[config.mk]
export PLATFORM = sky130hd
export DESIGN_NAME = armt_front
export DESIGN_NICKNAME = d
export VERILOG_FILES = /design/src/sv/armt_pkg.sv /design/src/sv/armt_front.sv
export SDC_FILE = /design/constraint.sdc
export NUM_CORES = 1
export LEC_CHECK = 0
export BUFFER_PORTS_ARGS = -buffer_cell sky130_fd_sc_hd__buf_4
export CAP_MARGIN = 20
export CORE_MARGIN = 5
export CORE_UTILIZATION = 30
export DETAILED_ROUTE_END_ITERATION = 10
export GPL_TIMING_DRIVEN = 0
export PLACE_DENSITY_LB_ADDON = 0.12
export SETUP_SLACK_MARGIN = 0.1
export SYNTH_ARGS = -nofsm -noshare
export SYNTH_HDL_FRONTEND = slang
export SYNTH_SLANG_ARGS = --single-unit
[constraint.sdc]
create_clock -name clock -period 20.3 [get_ports clock]
set_input_delay 5.075 -clock clock [delete_from_list [all_inputs] [get_ports clock]]
set_output_delay 5.075 -clock clock [all_outputs]
set_load 0.005 [all_outputs]
[src/sv/armt_pkg.sv]
`timescale 1ns / 1ps
// ----------------------------------------------------------------------------
// armt_pkg
// Shared types and codes for the address region map table.
// ----------------------------------------------------------------------------
package armt_pkg;

   localparam logic [63:0] U64_MAX = 64'hFFFF_FFFF_FFFF_FFFF;

   localparam logic [2:0] CMD_ADD    = 3'd0;
   localparam logic [2:0] CMD_MAP    = 3'd1;
   localparam logic [2:0] CMD_UNMAP  = 3'd2;
   localparam logic [2:0] CMD_LOOKUP = 3'd3;
   localparam logic [2:0] CMD_CHECK  = 3'd4;

   localparam logic [1:0] ST_OK      = 2'd0;
   localparam logic [1:0] ST_MISS    = 2'd1;
   localparam logic [1:0] ST_OVERLAP = 2'd2;
   localparam logic [1:0] ST_FULL    = 2'd3;

   typedef enum logic [2:0] {
      OP_ADD,
      OP_MAP,
      OP_UNMAP,
      OP_LOOKUP,
      OP_CHECK,
      OP_NOP,
      OP_BAD
   } op_type;

   typedef enum logic [3:0] {
      S_IDLE,
      S_ADD,
      S_MAP_SCAN,
      S_MAP_WR,
      S_UM_COUNT,
      S_UM_CUT,
      S_UM_SPLIT,
      S_LOOK,
      S_CHK,
      S_BND,
      S_OUT
   } state_type;

   typedef struct packed {
      op_type      op;
      logic [63:0] addr;
      logic [63:0] last;
      logic [63:0] pbase;
      logic [31:0] vol;
      logic        space;
   } item_type;

endpackage

[src/sv/armt_front.sv]
`timescale 1ns / 1ps
// ----------------------------------------------------------------------------
// armt_front
// Accepts requests, classifies them and works out the last address.
// ----------------------------------------------------------------------------
module armt_front (
   input  logic                clock,
   input  logic                reset,
   input  logic                req_valid,
   output logic                req_stall,
   input  logic [2:0]          req_command,
   input  logic [63:0]         req_addr_start,
   input  logic [63:0]         req_length,
   input  logic [63:0]         req_phys_base,
   input  logic [31:0]         req_volume,
   input  logic                req_space,
   output logic                q_push,
   output armt_pkg::item_type  q_item,
   input  logic                q_full
);

   logic               stage_valid_ff, stage_valid_in;
   armt_pkg::item_type stage_ff, stage_in;
   logic [64:0]        sum;
   logic               len_zero, ovf, accept;

   assign q_push    = stage_valid_ff && !q_full;
   assign req_stall = stage_valid_ff && q_full;
   assign accept    = req_valid && !req_stall;
   assign q_item    = stage_ff;

   always_comb begin
      sum      = {1'b0, req_addr_start} + {1'b0, req_length};
      len_zero = (req_length == 64'd0);
      ovf      = !len_zero && sum[64] && (sum[63:0] != 64'd0);
      stage_in.addr  = req_addr_start;
      stage_in.pbase = req_phys_base;
      stage_in.vol   = req_volume;
      stage_in.space = req_space;
      stage_in.last  = len_zero ? req_addr_start : (sum[63:0] - 64'd1);
      if (ovf) begin
         stage_in.last = armt_pkg::U64_MAX;
      end
      unique case (req_command)
         armt_pkg::CMD_ADD: begin
            stage_in.op = len_zero ? armt_pkg::OP_NOP :
                          (ovf ? armt_pkg::OP_BAD : armt_pkg::OP_ADD);
         end
         armt_pkg::CMD_MAP: begin
            stage_in.op = len_zero ? armt_pkg::OP_NOP :
                          (ovf ? armt_pkg::OP_BAD : armt_pkg::OP_MAP);
         end
         armt_pkg::CMD_UNMAP: begin
            stage_in.op = len_zero ? armt_pkg::OP_NOP : armt_pkg::OP_UNMAP;
         end
         armt_pkg::CMD_LOOKUP: begin
            stage_in.op = armt_pkg::OP_LOOKUP;
         end
         armt_pkg::CMD_CHECK: begin
            stage_in.op = ovf ? armt_pkg::OP_BAD : armt_pkg::OP_CHECK;
         end
         default: begin
            stage_in.op = armt_pkg::OP_BAD;
         end
      endcase
   end

   always_comb begin
      stage_valid_in = stage_valid_ff;
      if (accept) begin
         stage_valid_in = 1'b1;
      end else if (q_push) begin
         stage_valid_in = 1'b0;
      end
   end

   always_ff @(posedge clock) begin
      if (reset) begin
         stage_valid_ff <= 1'b0;
      end else begin
         stage_valid_ff <= stage_valid_in;
      end
   end

   always_ff @(posedge clock) begin
      if (accept) begin
         stage_ff <= stage_in;
      end
   end

endmodule

==> results.ini, run 1 <==
[clock_tree]
cts_setup_buffers = 0
cts.htree.levels = 1
clockBufferDepth = 3
ctsResizeCount = 0
clock-sinks = 229
cts_hold_buf = 0
cts_made_buffers = 28
clkTransAtPathRegs_ns = 0.06
cts_tree = yes
root_buffer = clkbuf_16
clock_latency_ns = 0.56

[sta]
worst_slack_ns = 9.70
finalHoldViolCount = 0
rsz0062_at_grt = false
worst_pin_slew_ns = 1.05
slew_viol_final = 0
slew_headroom_pct = 29.3
finalClockSkew_ns = 0.0204
fmax_ghz = 0.0943
min_period_ns = 10.60
setup_violations = 0
post-route-period-util_pct = 52.2

[synth]
synth_ff_type = edfxtp_1
synthTopCellsByArea = edfxtp_1 (47%), ha_1 (5.5%), nor2_1 (3.6%), nand2_1 (3.5%), xnor2_1 (3.5%)
async_flop_share_pct = 0
yosys.area.top_type = edfxtp_1
synth_cell_types = 98
synth_area_per_cell_um2 = 10.2
synth_cells = 1437
netlist_area_mm2 = 0.0147
synth_seq_cells = 229
synth_warnings = 0
yosysSeqAreaShare_pct = 46.8
yosys.area.top_type_share_pct = 46.7
synth_enable_flop_cells = 228
syn_nets = 1735

[power]
vdd_drop_max_v = 0.0000522
total_power_mw = 1.49
power.density_mw_per_mm2 = 74.7
power_leakage_nw = 7.69

[worst_setup_path]
r2r-start = stage_valid_ff$_SDFFE_PP0P_
worstPathMaxFanout = 3
r2r_end = q_item[145]$_SDFFCE_PP1P_
rrSetupSlack_ns = 17.84
r2r_cells = 5
worstPathCellList = buf_4, and2_1, buf_4
worst_path_max_delay_cell = and2_1
arrival_ns = 5.53
cp-start-kind = input port
critPathCaptureType = primary output
critical_path_required_ns = 15.23
cpPeakStageDelay_ns = 0.19
critPathKind = input port to primary output
crit_path_frequent_cell = buf_4

[placed_design]
port_buffers = 461
gp_congestion = 0.924
dp_worst_setup_slack_ns = 9.53
place_hpwl_um = 55300

[route]
wirelength_um = 65300
drt_pre_antenna_iters = 5
viasPerCell = 5.41
avgRoutedWirePerCell_um = 25.3
ant_nets = 0
initialDrtViolationCount = 1114
routed-via-count = 14000
drc = 0

[global_routing]
grt_pass1_wl_um = 92700
grt_max_degree = 35
antenna_found_initial = 1
grt_overflow = 0
grt_usage_pct = 23.0
grt_pass1_vias = 13500

[floorplan]
start_util_pct = 30.1
rows = 81
coreArea_mm2 = 0.0486
die_area_mm2 = 0.0534
io_pins = 462
dieHeight_um = 231
die_w_um = 231

[worst_hold_path]
worstHoldPathCells = 3
whs_endpoint = stage_valid_ff$_SDFFE_PP0P_
hp-start = stage_valid_ff$_SDFFE_PP0P_
hold_class = flip-flop to flip-flop

[layout]
area_growth_pct = 36.2
drive_above_1_share_pct = 30.5
layout.nets = 2235
n_antenna_cell = 0

[outcome]
status = finished clean

[job]
drv_cap = 0

-- critical path, delay by kind of cell --
kind	cells	cell delay (ns)
buffers and inverters	2	0.26
AND/OR/NAND/NOR	1	0.19
-- synth_stat cells (12+ instances only) --
cell type  number
a21o_1         13
o21a_1         19
o21ai_1        14
buf_2          26
nand3_1        30
edfxtp_1      228
nand2_1       136
and4_1         16
a211oi_1       17
o21ai_0        69
clkbuf_1       41
xnor2_1        58
nor3_1         40
nand4_1        44
inv_1          23
nor2_1        140
xor2_1         34
o211ai_1       22
a21oi_1        91
nor4_1         36
and2_1         12
ha_1           65
a31oi_1        53
-- cells by family (layout without fill, tap and decap cells) --
group | after synthesis | after routing | synth area share [%]
and+or+nand+nor | 535 | 535 | 19.2
AOI/OAI and AO/OA | 409 | 409 | 19.3
DFF | 229 | 229 | 46.8
buffers and inverters | 99 | 621 | 3.09
xor gates and xnor gates | 92 | 92 | 5.50
adders and majority gates | 66 | 66 | 5.68
muxes | 7 | 7 | 0.478
-- state kept, by name, summed over array words and instances, names as in the netlist --
register and cells:
stage_valid_ff 1, q_item 228
-- routing by layer --
| metal | routed length (um) | vias up | share of wire [%] | track usage (%) |
|---|---|---|---|---|
| li1 | - | 6595 | - | - |
| met1 | 28000 | 6784 | 43 | 31.0 |
| met2 | 31100 | 514 | 48 | 39.0 |
| met3 | 4840 | 62 | 7.4 | 4.48 |
| met4 | 1320 | 0 | 2.0 | 4.61 |
| met5 | 0 | - | 0 | 0 |
-- stage by stage --
| stage | hold WS, ns | cell area [um^2] | util, % | setup TNS [ns] | cells |
|---|---|---|---|---|---|
| global placement | 0.614 | 18900 | 38.9 | -224.54 | 2520 |
| floorplan | 0.591 | 14700 | - | 0 | 1437 |
| detailed placement | 0.666 | 19100 | 39.2 | 0 | 2529 |
| CTS | 0.676 | 20000 | 41.1 | 0 | 2581 |
| global route | 0.740 | 20000 | 41.1 | 0 | 2581 |
| finish | 0.674 | 20000 | 41.1 | 0 | 2581 |
-- power by group --
| group | internal, mW | total [mW] | switching, mW |
|---|---|---|---|
| combinational | 0.173 | 0.426 | 0.253 |
| clock | 0.287 | 0.490 | 0.202 |
| sequential | 0.567 | 0.576 | 0.00948 |
| total | 1.03 | 1.49 | 0.465 |
-- cell type report --
type / count / area, um^2
fill: 4849 / 28700
multi-input combinational: 1109 / 7360
sequential: 229 / 6870
timing repair buffer: 470 / 3620
tap: 622 / 778
clock buffer: 36 / 752
buffer: 76 / 367
clock inverter: 16 / 145
inverter: 23 / 86.3
-- worst max-delay path by stage --
stage	startpoint	end	slack (ns)	depth (start not counted)
global route	q_full	req_stall	9.68	3
floorplan	q_full	q_item[0]$_DFFE_PP_	4.13	2
global placement	q_full	q_item[145]$_SDFFCE_PP1P_	-1.04	3
CTS	q_full	req_stall	9.70	3
finish	q_full	req_stall	9.70	3
detailed placement	req_addr_start[7]	q_item[127]$_SDFFCE_PP1P_	9.53	16
-- layout by cell type (no fill, tap or decap), drive strengths merged, types with 26 or more instances in the layout --
cell type    n
a21oi       96
a31oi       53
buf        505
clkbuf      77
edfxtp     228
ha          65
inv         26
nand2      137
nand3       32
nand4       46
nor2       140
nor3        41
nor4        42
o21ai       84
xnor2       58
xor2        34
No activity file was read; power rests on OpenSTA's default activity.
==> run 2, diff against run 1 <==
Settings changed: ABC_AREA set to 1.
Clock period 20.3 ns to 9.09 ns, I/O delays scaled along.
==> results.ini, run 2 <==
[placed_design]
place_hpwl_um = 65900  ; +19%
gp_congestion = 0.952  ; +3.1%
port_buffers = 461  ; unchanged
place_inst = 3637  ; +44%

[sta]
slew_headroom_pct = 35.8  ; +6.5 points
min_period_ns = 5.68
worst_pin_slew_ns = 0.964  ; -0.0893 ns
setup_violations = 0  ; unchanged
post-route-period-util_pct = 62.4
finalClockSkew_ns = 0.0241  ; +0.00370 ns
slew_viol_final = 0  ; unchanged
fmax_ghz = 0.176
fin_tns_setup_ns = 0  ; unchanged
rsz0062_at_grt = false
finalHoldViolCount = 0  ; unchanged

[synth]
synth_common_cells = nand2_1 (939), inv_1 (434), edfxtp_1 (228)
synth_compound_area_share_pct = 3.59  ; -16 points
synthTopCellsByArea = edfxtp_1 (40%), nand2_1 (21%), inv_1 (9.6%), ha_1 (4.8%), nand3_1 (4.5%)
synth_seq_cells = 229  ; unchanged
synth_top_family_by_area = simple AND/OR/NAND/NOR gates
synth_ff_type = edfxtp_1
synthMuxAreaShare_pct = 0  ; -0.48 points
async_flop_share_pct = 0  ; unchanged
yosys.area.top_type = edfxtp_1
synth-simple-area-share_pct = 38.9  ; +20 points
syn_nets = 2711  ; +56%
synthAdderAreaFrac_pct = 4.91  ; -0.77 points
synth_cells = 2413  ; +68%
synth_warnings = 0  ; unchanged
synth_enable_flop_cells = 228  ; unchanged
yosysMostFrequentCell = nand2_1
synth_area_per_cell_um2 = 7.03  ; -31%
synth_cell_types = 40  ; -59%
yosysSeqAreaShare_pct = 40.5  ; -6.3 points
netlist_area_mm2 = 0.0170  ; +16%
synthXorXnorAreaFrac_pct = 0.826  ; -4.7 points
yosys.area.top_type_share_pct = 40.4  ; -6.3 points

[clock_tree]
clkTransAtPathRegs_ns = 0.06  ; about the same
clockBufferDepth = 3  ; unchanged
clock_latency_ns = 0.56  ; about the same
clock-sinks = 229  ; unchanged
cts_hold_buf = 0  ; unchanged
cts.htree.levels = 1  ; unchanged
ctsResizeCount = 0  ; unchanged
cts_made_buffers = 26  ; -7.1%
cts_setup_buffers = 0  ; unchanged
cts_tree = yes
root_buffer = clkbuf_16

[layout]
area_growth_pct = 31.8
n_antenna_cell = 0  ; unchanged
largest_reg_flops = 228  ; unchanged
layout.nets = 3207  ; +43%
final_util_pct = 39.8  ; -1.3 points
final_cell_count_no_fill = 3682  ; +43%
final_cell_mix = nand2_1 (939), buf_4 (462), inv_1 (434)
drive_above_1_share_pct = 22.9  ; -7.6 points
final_common_cell = nand2_1

[worst_setup_path]
timing.critical_path.buf_inv = 5  ; +3
critPathCaptureType = flip-flop
worstPathCellList = buf_4, ha_1, inv_1, fa_1, inv_1, nand3_1, nand2_1, nand3_2, nand3_2, nand2_2, nand2_1, nand2_1, nand3_1, nand2_1, nor2_1, nand2_1, nor2_1, nand2_1, nor2_1, nand2_1, nand2_2, buf_6, buf_12, o211ai_2
critical_path_required_ns = 9.33  ; -5.90 ns
cp-start-kind = input port
worst_path_max_delay_cell = fa_1
cp_top_family = simple AND/OR/NAND/NOR gates
worstPathMaxFanout = 10  ; +7
cpPeakStageDelay_ns = 0.40  ; +0.21 ns
arrival_ns = 5.92  ; +0.39 ns
crit_path_frequent_cell = nand2_1
critPathKind = input port to flip-flop

[floorplan]
die_area_mm2 = 0.0614  ; +15%
io_pins = 462  ; unchanged
die_w_um = 248  ; +7.2%
coreArea_mm2 = 0.0562  ; +15%
dieHeight_um = 248  ; +7.2%
start_util_pct = 30.2  ; +0.054 points
rows = 87  ; +7.4%

[global_routing]
grt_max_degree = 33  ; -5.7%
grt_usage_pct = 23.5  ; +0.49 points
use_met3_pct = 4.44  ; -0.047 points
grt_overflow = 0  ; unchanged
grt_pass1_vias = 16600  ; +23%
grt_pass1_wl_um = 106000  ; +15%
met1_usage_pct = 31.8  ; +0.81 points
busiest_layer = met2
antenna_found_initial = 3  ; +2
use_met2_pct = 38.3  ; -0.65 points

[route]
avgRoutedWirePerCell_um = 20.6  ; -19%
wirelength_um = 75800  ; +16%
ant_nets = 0  ; unchanged
routed-via-count = 17400  ; +24%
drc = 0  ; unchanged
drt_pre_antenna_iters = 6  ; +1
initialDrtViolationCount = 1221  ; +9.6%
viasPerCell = 4.72  ; -13%

[power]
power_leakage_nw = 11.2  ; +46%
vdd_drop_max_v = 0.000103  ; +98%
power.density_mw_per_mm2 = 151  ; +100%
total_power_mw = 3.37  ; +130%

[worst_hold_path]
hold_class = flip-flop to flip-flop

[outcome]
status = finished clean

[job]
drv_cap = 0  ; unchanged

==> run 2: per-layer routing <==
metal  vias to the layer above  share of wire, %  wire [um]
met2                       571                45      34000
met4                         0               3.3       2530
li1                       8590                 -          -
met1                      8107                44      33700
met5                         -                 0          0
met3                       101               7.4       5600
==> run 2: stage by stage <==
step	area (um^2)	hold slack, ns	worst slack (ns)
6_report	22300	0.477	3.41
4_1_cts	22300	0.478	3.42
5_1_grt	22300	0.514	3.16
3_3_place_gp	21400	0.461	-2.45
3_5_place_dp	21500	0.470	2.85
2_1_floorplan	17000	0.448	0.294
==> run 2: layout make-up <==
cell class	count	area (um^2)
fillers	5999	33800
multi-input cells	1695	8190
flip-flops and latches	229	6870
repair buffers	468	3600
inverters	467	1750
well taps	756	946
clock buffers	34	722
plain buffers	22	153
clock inverters	11	111
==> run 2: cell families (layout without fill, tap and decap cells) <==
family | after synthesis | after routing
AOI/OAI and AO/OA | 100 | 100
xor gates and xnor gates | 16 | 16
adders and majority gates | 66 | 66
buffers and inverters | 489 | 1002
DFF | 229 | 229
and+or+nand+nor | 1513 | 1513
==> run 2: power breakdown <==
part	total, mW	switching (mW)	internal (mW)
Sequential	1.28	0.0207	1.26
Combinational	1.04	0.670	0.370
Clock	1.04	0.432	0.613
==> run 2: tightest hold or removal path, stage by stage, from the launching register on <==
cell,delay [ns]
dfxtp_1,0.31
nand2_1,0.07
a21oi_1,0.06
==> run 2: worst paths after layout <==
| check | endpoint | cells past startpoint | startpoint | slack, ns |
|---|---|---|---|---|
| hold / removal | stage_valid_ff$_SDFFE_PP0P_ | 2 | stage_valid_ff$_SDFFE_PP0P_ | 0.48 |
| setup / recovery | q_item[111]$_SDFFCE_PP1P_ | 24 | req_addr_start[0] | 3.41 |
| hold reg to reg | stage_valid_ff$_SDFFE_PP0P_ | 2 | stage_valid_ff$_SDFFE_PP0P_ | 0.48 |
| setup reg to reg | q_item[171]$_DFFE_PP_ | 7 | stage_valid_ff$_SDFFE_PP0P_ | 6.65 |
