### config.mk
export PLATFORM = sky130hd
export DESIGN_NAME = armt_queue
export DESIGN_NICKNAME = d
export VERILOG_FILES = /design/src/sv/armt_pkg.sv /design/src/sv/armt_queue.sv
export SDC_FILE = /design/constraint.sdc
export NUM_CORES = 1
export LEC_CHECK = 0
export BUFFER_PORTS_ARGS = -buffer_cell sky130_fd_sc_hd__buf_2
export CORE_MARGIN = 8
export CORE_UTILIZATION = 45
export DETAILED_ROUTE_END_ITERATION = 12
export GPL_TIMING_DRIVEN = 0
export PLACE_DENSITY = 0.73
export SYNTH_ARGS = -nofsm -noshare
export SYNTH_HDL_FRONTEND = slang
export SYNTH_SLANG_ARGS = --single-unit
### constraint.sdc
create_clock -name clock -period 17.83 [get_ports clock]
set_input_delay 1.783 -clock clock [delete_from_list [all_inputs] [get_ports clock]]
set_output_delay 1.783 -clock clock [all_outputs]
set_load 0.03 [all_outputs]
### src/sv/armt_pkg.sv
`timescale 1ns / 1ps
// ----------------------------------------------------------------------------
// armt_pkg
// Shared types and codes for the address region map table.
// ----------------------------------------------------------------------------
package armt_pkg;

   localparam logic [63:0] U64_MAX = 64'hFFFF_FFFF_FFFF_FFFF;

   localparam logic [2:0] CMD_ADD    = 3'd0;
   localparam logic [2:0] CMD_MAP    = 3'd1;
   localparam logic [2:0] CMD_UNMAP  = 3'd2;
   localparam logic [2:0] CMD_LOOKUP = 3'd3;
   localparam logic [2:0] CMD_CHECK  = 3'd4;

   localparam logic [1:0] ST_OK      = 2'd0;
   localparam logic [1:0] ST_MISS    = 2'd1;
   localparam logic [1:0] ST_OVERLAP = 2'd2;
   localparam logic [1:0] ST_FULL    = 2'd3;

   typedef enum logic [2:0] {
      OP_ADD,
      OP_MAP,
      OP_UNMAP,
      OP_LOOKUP,
      OP_CHECK,
      OP_NOP,
      OP_BAD
   } op_type;

   typedef enum logic [3:0] {
      S_IDLE,
      S_ADD,
      S_MAP_SCAN,
      S_MAP_WR,
      S_UM_COUNT,
      S_UM_CUT,
      S_UM_SPLIT,
      S_LOOK,
      S_CHK,
      S_BND,
      S_OUT
   } state_type;

   typedef struct packed {
      op_type      op;
      logic [63:0] addr;
      logic [63:0] last;
      logic [63:0] pbase;
      logic [31:0] vol;
      logic        space;
   } item_type;

endpackage

### src/sv/armt_queue.sv
`timescale 1ns / 1ps
// ----------------------------------------------------------------------------
// armt_queue
// Two-entry request queue between front and back.
// ----------------------------------------------------------------------------
module armt_queue (
   input  logic                clock,
   input  logic                reset,
   input  logic                push,
   input  armt_pkg::item_type  push_item,
   output logic                full,
   input  logic                pop,
   output logic                valid,
   output armt_pkg::item_type  item
);

   armt_pkg::item_type mem [2];
   logic       wr_ptr_ff, wr_ptr_in;
   logic       rd_ptr_ff, rd_ptr_in;
   logic [1:0] cnt_ff, cnt_in;

   assign full  = (cnt_ff == 2'd2);
   assign valid = (cnt_ff != 2'd0);
   assign item  = mem[rd_ptr_ff];

   always_comb begin
      wr_ptr_in = push ? !wr_ptr_ff : wr_ptr_ff;
      rd_ptr_in = pop ? !rd_ptr_ff : rd_ptr_ff;
      cnt_in    = cnt_ff + {1'b0, push} - {1'b0, pop};
   end

   always_ff @(posedge clock) begin
      if (reset) begin
         wr_ptr_ff <= 1'b0;
         rd_ptr_ff <= 1'b0;
         cnt_ff    <= 2'd0;
      end else begin
         wr_ptr_ff <= wr_ptr_in;
         rd_ptr_ff <= rd_ptr_in;
         cnt_ff    <= cnt_in;
      end
   end

   always_ff @(posedge clock) begin
      if (push) begin
         mem[wr_ptr_ff] <= push_item;
      end
   end

endmodule

==> metrics.txt, run 1 <==
# TYPE chip_impl_metric gauge
chip_impl_metric{name="postSynthCellCount",unit=""} 730
chip_impl_metric{name="via_per_inst",unit=""} 4.934
chip_impl_metric{name="io_pins",unit=""} 462
chip_impl_metric{name="die_width",unit="um"} 209.0
chip_impl_metric{name="fin_nets",unit=""} 1484
chip_impl_metric{name="clock_tree.htree_level_count",unit=""} 2
chip_impl_info{name="setup.worst_path.start_class",value="flip-flop"} 1
chip_impl_info{name="cts.root.buffer_cell",value="sky130_fd_sc_hd__clkbuf_16"} 1
chip_impl_metric{name="nFillCells",unit=""} 2744
chip_impl_metric{name="asr_flop_ratio_synth",unit="%"} 0
chip_impl_metric{name="overflow",unit=""} 0
chip_impl_metric{name="hpwl",unit="mm"} 27.40
chip_impl_metric{name="grt_max_degree",unit=""} 67
chip_impl_metric{name="initial_utilization",unit="%"} 45.77
chip_impl_info{name="timing_worst_setup_path_type",value="flip-flop to primary output"} 1
chip_impl_metric{name="worst-endpoint-arrival",unit="ns"} 1.96
chip_impl_metric{name="worst_ep_required_time",unit="ns"} 16.05
chip_impl_metric{name="timing.critical_path.fanout_max",unit=""} 10
chip_impl_metric{name="number_of_antenna_violations_at_the_first_check_in_global_routing",unit=""} 10
chip_impl_info{name="cts_tree",value="yes"} 1
chip_impl_metric{name="grt_pass1_wl",unit="mm"} 55.09
chip_impl_metric{name="power_density",unit="nW/um^2"} 120.9
chip_impl_metric{name="place_congestion",unit=""} 0.7615
chip_impl_metric{name="rows",unit=""} 70
chip_impl_metric{name="post_synth_num_cell_types",unit=""} 13
chip_impl_metric{name="global_route.usage.total",unit="%"} 16.59
chip_impl_metric{name="worst-r2r-cell-count",unit=""} 6
chip_impl_metric{name="maxSlewHeadroom",unit="%"} 48.56
chip_impl_info{name="synth_top_area_cell",value="sky130_fd_sc_hd__edfxtp_1"} 1
chip_impl_info{name="worst_r2r_startpoint",value="wr_ptr_ff$_SDFFE_PP0P_"} 1
chip_impl_info{name="path_common_cell",value="sky130_fd_sc_hd__buf_6"} 1
chip_impl_metric{name="synth_seq_area_share",unit="%"} 82.31
chip_impl_metric{name="drive_gt1_share",unit="%"} 61.37
chip_impl_metric{name="layout-area-overhead-vs-synth",unit="%"} 27.63
chip_impl_metric{name="fin_crit_share",unit="%"} 20.99
chip_impl_metric{name="post_cts_resize_count",unit=""} 0
chip_impl_metric{name="ant_nets",unit=""} 0
chip_impl_info{name="min-delay-path-class",value="flip-flop to flip-flop"} 1
chip_impl_metric{name="reg2reg_setup_slack",unit="ns"} 15.40
chip_impl_info{name="grt_setup_unrepaired",value="no"} 1
chip_impl_metric{name="die_height",unit="um"} 209.0
chip_impl_info{name="top_ff_cell_synth",value="sky130_fd_sc_hd__edfxtp_1"} 1
chip_impl_metric{name="timing_max_transition_violations_final",unit=""} 0
chip_impl_metric{name="ir_worst_vdd",unit="V"} 0.00008862
chip_impl_metric{name="postSynthAreaPerCell",unit="sq um"} 22.96
chip_impl_metric{name="drtPass1Iterations",unit=""} 4
chip_impl_metric{name="postCtsSetupRepairBufs",unit=""} 0
chip_impl_info{name="timing.critical_path.cells",value="buf_6, buf_6, mux2_2, buf_2"} 1
chip_impl_info{name="synth_top_cells_by_count",value="456 x sky130_fd_sc_hd__edfxtp_1, 228 x sky130_fd_sc_hd__mux2_2, 24 x sky130_fd_sc_hd__buf_6"} 1
chip_impl_metric{name="worst_slew_pin_slew",unit="ns"} 0.7716
chip_impl_metric{name="setup_violations",unit=""} 0
chip_impl_metric{name="worstSkewPairLatency",unit="ns"} 0.55
chip_impl_info{name="timing.critical_path.slowest_stage_cell",value="sky130_fd_sc_hd__dfxtp_1"} 1
chip_impl_info{name="end_kind",value="primary output"} 1
chip_impl_metric{name="max_freq",unit="MHz"} 267.2
chip_impl_metric{name="synth-edff-count",unit=""} 456
chip_impl_metric{name="timing.final.crit_period",unit="ns"} 3.742
chip_impl_info{name="r2r-end",value="mem[0][132]$_DFFE_PP_"} 1
chip_impl_metric{name="placeableCoreArea",unit="sq um"} 36610
chip_impl_metric{name="setup_total_negative_slack",unit="ns"} 0
chip_impl_metric{name="yosysWarnings",unit=""} 0
chip_impl_metric{name="worst_hold_path.num_cells",unit=""} 2
chip_impl_info{name="synthMostInstantiatedCell",value="sky130_fd_sc_hd__edfxtp_1"} 1
chip_impl_info{name="run_status",value="finished clean"} 1
chip_impl_metric{name="hold_viol",unit=""} 0
chip_impl_metric{name="overall_power",unit="W"} 0.002586
chip_impl_metric{name="drtIter0Drc",unit=""} 405
chip_impl_metric{name="postSynthNetCount",unit=""} 964
chip_impl_metric{name="drt-wirelength-per-cell",unit="um"} 21.44
chip_impl_metric{name="worst_setup_hold_path_clk_slew",unit="ns"} 0.06
chip_impl_metric{name="ys_seq_elements",unit=""} 461
chip_impl_info{name="yosys-top-cells-area",value="sky130_fd_sc_hd__edfxtp_1 82%, sky130_fd_sc_hd__mux2_2 15%, sky130_fd_sc_hd__buf_6 1.6%"} 1
chip_impl_metric{name="remaining_drc_errors",unit=""} 0
chip_impl_metric{name="synth_largest_type_area_fraction",unit="%"} 81.71
chip_impl_info{name="min-delay-start",value="rd_ptr_ff$_SDFFE_PP0P_"} 1
chip_impl_metric{name="syn-cell-area",unit="sq um"} 16760
chip_impl_metric{name="leakage",unit="nW"} 8.035
chip_impl_metric{name="vias_in_the_first_global_route",unit=""} 9423
chip_impl_metric{name="timing.hold.ws",unit="ns"} 0.5258
chip_impl_metric{name="cts_max_path_buffers",unit=""} 3
chip_impl_metric{name="die-area",unit="sq um"} 43670
chip_impl_metric{name="final.setup_skew",unit="ns"} 0.01312
chip_impl_metric{name="clkSinkCount",unit=""} 461
chip_impl_metric{name="critical_path.max_stage_delay",unit="ns"} 0.37
chip_impl_metric{name="wl",unit="mm"} 37.66
chip_impl_metric{name="cts.hold.buffers_added",unit=""} 0
chip_impl_metric{name="io_buffer_count",unit=""} 461
chip_impl_metric{name="routed-via-count",unit=""} 8669
chip_impl_metric{name="max_cap_viol_count",unit=""} 0
chip_impl_metric{name="cts_inserted_buffers",unit=""} 46
worst max path at each step:
stage,depth (start not counted),end,startpoint
after floorplan,1,mem[0][0]$_DFFE_PP_,push
after global placement,2,mem[0][135]$_DFFE_PP_,push
after detailed placement,7,mem[0][129]$_DFFE_PP_,push
after CTS,4,item[114],flip-flop
after global routing,4,item[114],flip-flop
final,4,item[114],flip-flop
flip-flops by register name, indices dropped and copies added, names as in the netlist, named ones only:
signal	count
wr_ptr_ff	1
mem	456
cnt_ff	2
rd_ptr_ff	1
cells by family (layout without fill, tap and decap cells):
logic type / Yosys count / count (layout) / share of synthesized area (%)
flops: 461 / 461 / 82.31
mux: 228 / 228 / 15.32
buf+inv: 27 / 581 / 1.702
simple gates: 9 / 9 / 0.2763
xor+xnor: 3 / 3 / 0.2389
fa+ha+maj: 2 / 2 / 0.1493
other cells: 0 / 5 / 0
per-stage QoR:
stage                     area [sq um]  utilization [%]  setup WS, ns  cells
after floorplan                  16760                -         5.380    730
after global placement           19650            53.67       -0.5595   1659
after global routing             21380            58.41         13.98   1756
final                            21390            58.42         14.09   1757
after detailed placement         19920            54.41         13.74   1670
after CTS                        21370            58.38         13.99   1752
layout make-up:
type	instances	area, sq um	area share [%]
Sequential cell	461	13790	64.49
Multi-Input combinational cell	242	2689	12.57
Timing Repair Buffer	472	2565	11.99
Clock buffer	56	1210	5.657
Tap cell	468	585.6	2.738
Buffer	25	277.8	1.299
Clock inverter	26	246.5	1.153
Antenna cell	5	12.51	0.05850
Inverter	2	7.507	0.03510
routing by layer:
metal / track usage, % / wire length (um) / vias to the layer above
met3: 6.181 / 3236 / 66
met2: 30.12 / 20070 / 316
met4: 6.197 / 912 / 8
li1: - / - / 3971
met5: 0 / 50 / -
met1: 17.28 / 13400 / 4308
power by group:
group	switching, W	internal (W)
Clock	0.000377	0.000553
Sequential	0.0000138	0.00127
Combinational	0.000240	0.000136
critical path: cells and delay by family, from the launching register on:
family	cells	cell delay [ns]
buf+inv	3	0.66
flops	1	0.37
mux	1	0.37
cell usage in the layout, fill, tap and decap left out, types with 4 or more instances in the layout:
cell type and n:
sky130_fd_sc_hd__nor2_1 4, sky130_fd_sc_hd__mux2_2 228, sky130_fd_sc_hd__buf_12 6, sky130_fd_sc_hd__buf_6 24, sky130_fd_sc_hd__dfxtp_1 5, sky130_fd_sc_hd__bufinv_16 5, sky130_fd_sc_hd__buf_2 461, sky130_fd_sc_hd__edfxtp_1 456
sky130_fd_sc_hd__diode_2 5, sky130_fd_sc_hd__clkbuf_16 47, sky130_fd_sc_hd__clkinv_2 6, sky130_fd_sc_hd__buf_16 5, sky130_fd_sc_hd__clkinv_1 13, sky130_fd_sc_hd__clkbuf_1 9
(Power assumes the default switching activity.)
==> inputs of run 2 (changes only) <==
PLACE_DENSITY = 0.76   (was 0.73)
clock period = 3.3 ns   (was 17.83 ns; I/O delays follow)
==> run 2 against run 1 <==
Effect of this change: combinational power grew to 6.2 times the previous value; non-clock buffer count is 230 higher; highest routed layer is now met4; sequential cell count stayed put; register-to-register slack worse by 14 ns; die area stayed put; critical path depth stayed put.
==> metrics.txt, run 2 (synthesis gave the netlist of run 1 again) <==
# TYPE chip_impl_metric gauge
chip_impl_info{name="run_status",value="finished clean"} 1
chip_impl_metric{name="vias_in_the_first_global_route",unit=""} 11170
chip_impl_metric{name="overflow",unit=""} 0
chip_impl_metric{name="routed-via-count",unit=""} 9910
chip_impl_metric{name="timing.hold.ws",unit="ns"} 0.06930
chip_impl_metric{name="grt_max_degree",unit=""} 63
chip_impl_metric{name="postCtsSetupRepairBufs",unit=""} 0
chip_impl_metric{name="power_frac_clock",unit="%"} 35.5
chip_impl_metric{name="worst_slew_pin_slew",unit="ns"} 0.4834
chip_impl_metric{name="rows",unit=""} 70
chip_impl_metric{name="maxSlewHeadroom",unit="%"} 67.71
chip_impl_info{name="cts.root.buffer_cell",value="sky130_fd_sc_hd__clkbuf_16"} 1
chip_impl_metric{name="hpwl",unit="mm"} 28.07
chip_impl_metric{name="max_cap_viol_count",unit=""} 0
chip_impl_metric{name="p_int",unit="W"} 0.01067
chip_impl_metric{name="final.setup_skew",unit="ns"} 0.03688
chip_impl_info{name="end_kind",value="primary output"} 1
chip_impl_metric{name="drtPass1Iterations",unit=""} 5
chip_impl_metric{name="drive_gt1_share",unit="%"} 52.58
chip_impl_metric{name="seq_area",unit="sq um"} 13790
chip_impl_info{name="timing_worst_setup_path_type",value="flip-flop to primary output"} 1
chip_impl_metric{name="max_freq",unit="MHz"} 430.0
chip_impl_metric{name="worst_hold_path.num_cells",unit=""} 3
chip_impl_metric{name="worst-endpoint-arrival",unit="ns"} 2.00
chip_impl_metric{name="swShare",unit="%"} 25.57
chip_impl_info{name="cts_tree",value="yes"} 1
chip_impl_metric{name="wl",unit="mm"} 45.24
chip_impl_metric{name="cts_inserted_buffers",unit=""} 46
chip_impl_metric{name="place_congestion",unit=""} 0.7806
chip_impl_metric{name="power.combinational.fraction",unit="%"} 16.2
chip_impl_metric{name="timing_max_transition_violations_final",unit=""} 0
chip_impl_metric{name="drtIter0Drc",unit=""} 662
chip_impl_metric{name="power_density",unit="nW/um^2"} 605.1
chip_impl_metric{name="worstSkewPairLatency",unit="ns"} 0.57
chip_impl_info{name="layout_common_cells",value="461 x sky130_fd_sc_hd__buf_2, 456 x sky130_fd_sc_hd__edfxtp_1, 229 x sky130_fd_sc_hd__dlygate4sd3_1"} 1
chip_impl_metric{name="die_height",unit="um"} 209.0
chip_impl_metric{name="ant_nets",unit=""} 0
chip_impl_metric{name="layout-area-overhead-vs-synth",unit="%"} 41.34
chip_impl_metric{name="ir_worst_vdd",unit="V"} 0.0004639
chip_impl_metric{name="initial_utilization",unit="%"} 45.77
chip_impl_metric{name="timing.critical_path.fanout_max",unit=""} 10
chip_impl_metric{name="leakage",unit="nW"} 8.996
chip_impl_metric{name="io_buffer_count",unit=""} 461
chip_impl_metric{name="worst-r2r-cell-count",unit=""} 5
chip_impl_info{name="top_regs",value="mem: 456 flops, cnt_ff: 2 flops"} 1
chip_impl_metric{name="clock_tree.htree_level_count",unit=""} 2
chip_impl_metric{name="global_route.usage.total",unit="%"} 20.07
chip_impl_metric{name="via_per_inst",unit=""} 4.982
chip_impl_metric{name="multi_input_area",unit="sq um"} 2689
chip_impl_metric{name="max_ffs_per_register",unit=""} 456
chip_impl_metric{name="fin_crit_share",unit="%"} 70.47
chip_impl_metric{name="netSwitchingPower",unit="W"} 0.003665
chip_impl_metric{name="die-area",unit="sq um"} 43670
chip_impl_metric{name="cts_max_path_buffers",unit=""} 3
chip_impl_info{name="setup.worst_path.start_class",value="flip-flop"} 1
chip_impl_metric{name="grt_pass1_wl",unit="mm"} 66.93
chip_impl_info{name="top_register",value="mem"} 1
chip_impl_metric{name="die_width",unit="um"} 209.0
chip_impl_info{name="min-delay-path-class",value="input pin to flip-flop"} 1
chip_impl_metric{name="hold_viol",unit=""} 0
chip_impl_metric{name="setup_violations",unit=""} 0
chip_impl_metric{name="io_pins",unit=""} 462
chip_impl_metric{name="worst_ep_required_time",unit="ns"} 2.97
chip_impl_info{name="grt_setup_unrepaired",value="no"} 1
chip_impl_info{name="most_frequent_standard_cell_in_the_layout_excluding_fill_and_tap_cells",value="sky130_fd_sc_hd__buf_2"} 1
chip_impl_metric{name="drt-wirelength-per-cell",unit="um"} 22.75
chip_impl_metric{name="timing.final.crit_period",unit="ns"} 2.326
chip_impl_metric{name="worst_setup_hold_path_clk_slew",unit="ns"} 0.07
chip_impl_metric{name="power.share.sequential",unit="%"} 48.4
chip_impl_metric{name="placeableCoreArea",unit="sq um"} 36610
chip_impl_metric{name="clkSinkCount",unit=""} 461
chip_impl_metric{name="number_of_antenna_violations_at_the_first_check_in_global_routing",unit=""} 7
chip_impl_metric{name="fin_nets",unit=""} 1714
chip_impl_metric{name="nFillCells",unit=""} 2386
chip_impl_metric{name="layout.core_utilization",unit="%"} 64.70
chip_impl_metric{name="remaining_drc_errors",unit=""} 0
==> run 2: cell types whose count changed in the layout (fill, tap and decap cells not counted), sizes merged <==
| cell | previous run | this run |
|---|---|---|
| dlygate4sd3 | 0 | 229 |
| clkbuf | 56 | 53 |
| clkinv | 19 | 21 |
| clkinvlp | 0 | 2 |
| diode | 5 | 7 |
| buf | 497 | 498 |
| bufinv | 5 | 4 |
==> run 2: final timing paths <==
| check | endpoint | startpoint | slack [ns] |
|---|---|---|---|
| worst max-delay path | item[47] | flip-flop | 0.97 |
| worst min-delay path | wr_ptr_ff$_SDFFE_PP0P_ | push | 0.07 |
| worst max register to register | mem[0][26]$_DFFE_PP_ | wr_ptr_ff$_SDFFE_PP0P_ | 1.20 |
| worst min register to register | flip-flop | rd_ptr_ff$_SDFFE_PP0P_ | 0.57 |
==> run 2: what timing repair did <==
item	in CTS	in global routing
gates resized for setup	0	0
endpoints found under the hold margin	461	0
hold buffers	229	0
==> run 2: layout make-up <==
class	count	share of cell area, %
Sequential cell	461	58.24
Timing Repair Buffer	702	20.56
Multi-Input combinational cell	242	11.35
Clock buffer	53	5.061
Tap cell	468	2.472
Buffer	25	1.173
Clock inverter	29	1.041
Antenna cell	7	0.07396
Inverter	2	0.03170
==> run 2: per-stage QoR <==
stage | instance area [sq um] | power, W | std cells | setup TNS [ns] | worst slack, ns
2_1_floorplan | 16770 | 0.008380 | 730 | -282.79 | -0.8763
3_3_place_gp | 19660 | 0.009064 | 1659 | -1091.93 | -2.883
3_5_place_dp | 19930 | 0.009115 | 1671 | 0 | 1.057
4_1_cts | 23670 | 0.01437 | 1982 | 0 | 0.9207
5_1_grt | 23680 | 0.01477 | 1988 | 0 | 0.8955
6_report | 23690 | 0.01433 | 1989 | 0 | 0.9744
==> run 2: metal layers <==
layer	part of all wire (%)	GRT usage, %	vias to the layer above
met3	8.0	5.971	93
met4	3.4	8.262	0
met1	36	21.71	4904
met5	0	0	-
met2	53	36.32	482
li1	-	-	4431
==> run 2: power by group through the flow <==
stage	Clock (W)	Combinational (W)	Sequential, W
2_1_floorplan	0	0.00133	0.00705
3_3_place_gp	0	0.00198	0.00708
3_5_place_dp	0	0.00207	0.00704
4_1_cts	0.00513	0.00231	0.00692
5_1_grt	0.00539	0.00243	0.00696
6_report	0.00508	0.00232	0.00693
==> run 2: critical path: stages, from the launching register on <==
cell                      delay (ns)
sky130_fd_sc_hd__dfxtp_1        0.37
sky130_fd_sc_hd__buf_6          0.25
sky130_fd_sc_hd__buf_6          0.21
sky130_fd_sc_hd__mux2_2         0.38
sky130_fd_sc_hd__buf_2          0.19
==> inputs of run 3 (changes only) <==
PLACE_DENSITY = 0.73   (was 0.76)
clock period = 2.2 ns   (was 3.3 ns; I/O delays follow)
==> run 3 against run 2 <==
Effect of this change: sequential power increased by 50%; cell count about the same; combinational power increased by 50%; register-to-register slack got worse by 0.93 ns; core utilization decreased by 0.13 points; via count decreased by 0.36%; first-iteration DRC count decreased by 6.6%; critical path type unchanged; critical endpoint is now item[211].
==> metrics.txt, run 3 (synthesis gave the netlist of run 1 again) <==
# TYPE chip_impl_metric gauge
chip_impl_metric{name="remaining_drc_errors",unit=""} 0
chip_impl_metric{name="routed-via-count",unit=""} 9874
chip_impl_metric{name="die-area",unit="sq um"} 43670
chip_impl_metric{name="vias_in_the_first_global_route",unit=""} 10990
chip_impl_metric{name="postCtsSetupRepairBufs",unit=""} 0
chip_impl_metric{name="reg2reg_setup_slack",unit="ns"} 0.27
chip_impl_metric{name="hold_viol",unit=""} 0
chip_impl_metric{name="dpl_worst_slack",unit="ns"} 0.2141
chip_impl_metric{name="placed_cells",unit=""} 1671
chip_impl_metric{name="ir_worst_vdd",unit="V"} 0.0008088
chip_impl_metric{name="layout.core_utilization",unit="%"} 64.56
chip_impl_metric{name="overflow",unit=""} 0
chip_impl_info{name="grt_setup_unrepaired",value="yes"} 1
chip_impl_metric{name="number_of_antenna_violations_at_the_first_check_in_global_routing",unit=""} 7
chip_impl_info{name="worst_r2r_startpoint",value="wr_ptr_ff$_SDFFE_PP0P_"} 1
chip_impl_metric{name="power_density",unit="nW/um^2"} 887.5
chip_impl_metric{name="cts_max_path_buffers",unit=""} 3
chip_impl_metric{name="hpwl",unit="mm"} 27.51
chip_impl_info{name="min-delay-path-class",value="input pin to flip-flop"} 1
chip_impl_info{name="setup.worst_path.start_class",value="flip-flop"} 1
chip_impl_info{name="globalRoute.busiestLayer",value="met2"} 1
chip_impl_metric{name="drtPass1Iterations",unit=""} 5
chip_impl_metric{name="place_congestion",unit=""} 0.7655
chip_impl_metric{name="global_route.usage.total",unit="%"} 19.69
chip_impl_info{name="cts.root.buffer_cell",value="sky130_fd_sc_hd__clkbuf_16"} 1
chip_impl_info{name="layout_common_cells",value="461 x sky130_fd_sc_hd__buf_2, 456 x sky130_fd_sc_hd__edfxtp_1, 232 x sky130_fd_sc_hd__dlygate4sd3_1"} 1
chip_impl_metric{name="clock_tree.htree_level_count",unit=""} 2
chip_impl_metric{name="maxSlewHeadroom",unit="%"} 68.80
chip_impl_metric{name="layout-area-overhead-vs-synth",unit="%"} 41.05
chip_impl_metric{name="finalWorstSetupSlack",unit="ns"} 0.07716
chip_impl_metric{name="grt_max_degree",unit=""} 66
chip_impl_info{name="timing_worst_setup_path_type",value="flip-flop to primary output"} 1
chip_impl_metric{name="max_freq",unit="MHz"} 471.1
chip_impl_metric{name="worstSkewPairLatency",unit="ns"} 0.55
chip_impl_info{name="min-delay-start",value="push_item[204]"} 1
chip_impl_metric{name="grt_pass1_wl",unit="mm"} 65.50
chip_impl_metric{name="timing_max_transition_violations_final",unit=""} 0
chip_impl_info{name="end_kind",value="primary output"} 1
chip_impl_metric{name="grt_util_met1",unit="%"} 21.72
chip_impl_metric{name="worst-r2r-cell-count",unit=""} 5
chip_impl_metric{name="drive_gt1_share",unit="%"} 52.35
chip_impl_info{name="top_register",value="mem"} 1
chip_impl_metric{name="globalRouteMet3Util",unit="%"} 6.076
chip_impl_metric{name="rows",unit=""} 70
chip_impl_metric{name="timing.critical_path.fanout_max",unit=""} 10
chip_impl_metric{name="wl",unit="mm"} 44.33
chip_impl_metric{name="die_height",unit="um"} 209.0
chip_impl_metric{name="nFillCells",unit=""} 2418
chip_impl_metric{name="clkSinkCount",unit=""} 461
chip_impl_metric{name="fin_crit_share",unit="%"} 96.49
chip_impl_metric{name="worst_setup_hold_path_clk_slew",unit="ns"} 0.06
chip_impl_info{name="run_status",value="finished clean"} 1
chip_impl_metric{name="setup_violations",unit=""} 0
chip_impl_metric{name="worst_slew_pin_slew",unit="ns"} 0.4680
chip_impl_metric{name="max_cap_viol_count",unit=""} 0
chip_impl_metric{name="final.setup_skew",unit="ns"} 0.01428
chip_impl_metric{name="initial_utilization",unit="%"} 45.77
chip_impl_metric{name="worst-endpoint-arrival",unit="ns"} 1.90
chip_impl_metric{name="drtIter0Drc",unit=""} 618
chip_impl_metric{name="grt.met2_usage",unit="%"} 34.54
chip_impl_metric{name="leakage",unit="nW"} 8.968
chip_impl_info{name="top_regs",value="mem: 456 flops, cnt_ff: 2 flops"} 1
chip_impl_info{name="r2r-end",value="mem[0][134]$_DFFE_PP_"} 1
chip_impl_metric{name="via_per_inst",unit=""} 4.967
chip_impl_metric{name="io_pins",unit=""} 462
chip_impl_metric{name="fin_nets",unit=""} 1716
chip_impl_metric{name="layout.cells.non_filler",unit=""} 1988
chip_impl_info{name="most_frequent_standard_cell_in_the_layout_excluding_fill_and_tap_cells",value="sky130_fd_sc_hd__buf_2"} 1
chip_impl_metric{name="max_ffs_per_register",unit=""} 456
chip_impl_info{name="timing.hold.worst_endpoint",value="mem[0][204]$_DFFE_PP_"} 1
chip_impl_metric{name="die_width",unit="um"} 209.0
chip_impl_metric{name="cts_inserted_buffers",unit=""} 45
chip_impl_info{name="cts_tree",value="yes"} 1
chip_impl_metric{name="placeableCoreArea",unit="sq um"} 36610
chip_impl_metric{name="timing.final.crit_period",unit="ns"} 2.123
chip_impl_metric{name="worst_hold_path.num_cells",unit=""} 2
chip_impl_metric{name="io_buffer_count",unit=""} 461
chip_impl_metric{name="drt-wirelength-per-cell",unit="um"} 22.30
chip_impl_metric{name="ant_nets",unit=""} 0
chip_impl_metric{name="worst_ep_required_time",unit="ns"} 1.98
run 3: cell types whose count changed in the layout (fill, tap and decap cells not counted), sizes merged:
| cell | change |
|---|---|
| dlygate4sd3 | +3 |
| clkinv | -1 |
| inv | -2 |
| clkinvlp | -1 |
| clkbuf | +2 |
| bufinv | -2 |
run 3: worst max-delay path, cell delays in order, from the launching register on:
cell and delay (ns):
sky130_fd_sc_hd__dfxtp_2 0.39, sky130_fd_sc_hd__buf_4 0.22, sky130_fd_sc_hd__buf_6 0.18, sky130_fd_sc_hd__mux2_2 0.36, sky130_fd_sc_hd__buf_2 0.19
run 3: power breakdown:
| group | leakage, nW | switching, W | internal, W |
|---|---|---|---|
| combinational | 3.99 | 0.00210 | 0.00139 |
| clock | 0.657 | 0.00311 | 0.00398 |
| sequential | 4.32 | 0.000132 | 0.0103 |
run 3: per-stage QoR:
step	setup TNS (ns)	total power, W	hold WS, ns	instance area [sq um]
final	0	0.02098	0.3896	23640
after CTS	0	0.02108	0.3488	23610
after floorplan	-759.33	0.01257	0.2850	16770
after global placement	-1558.90	0.01361	0.4074	19660
after detailed placement	0	0.01367	0.4113	19930
after global routing	-0.006867	0.02169	0.3656	23640
run 3: cell type report:
| class | instances | area, sq um | area share [%] |
|---|---|---|---|
| Inverter | 2 | 7.507 | 0.03176 |
| Tap cell | 468 | 585.6 | 2.477 |
| Multi-Input combinational cell | 242 | 2693 | 11.39 |
| Sequential cell | 461 | 13800 | 58.37 |
| Buffer | 25 | 311.5 | 1.318 |
| Timing Repair Buffer | 705 | 4900 | 20.73 |
| Antenna cell | 7 | 17.52 | 0.07411 |
| Clock buffer | 55 | 1164 | 4.923 |
| Clock inverter | 23 | 162.7 | 0.6882 |
run 3: worst max path at each step:
| stage | from | endpoint | depth (start not counted) |
|---|---|---|---|
| 2_1_floorplan | wr_ptr_ff$_SDFFE_PP0P_ | mem[0][0]$_DFFE_PP_ | 1 |
| 3_3_place_gp | push | mem[0][99]$_DFFE_PP_ | 2 |
| 3_5_place_dp | push | mem[0][127]$_DFFE_PP_ | 6 |
| 4_1_cts | flip-flop | item[47] | 4 |
| 5_1_grt | flip-flop | item[211] | 4 |
| 6_report | flip-flop | item[211] | 4 |
run 3: layer usage:
| layer | wire (um) | share of wire, % |
|---|---|---|
| met5 | 0 | 0 |
| met4 | 1615 | 3.6 |
| met3 | 3699 | 8.3 |
| met2 | 23010 | 52 |
| met1 | 16010 | 36 |
run 3: repair_timing:
item                                   4_1_cts  5_1_grt
resized for setup                            8        2
endpoints found under the hold margin      461        0
hold buffers                               232        0
setup endpoints to repair                   81        5
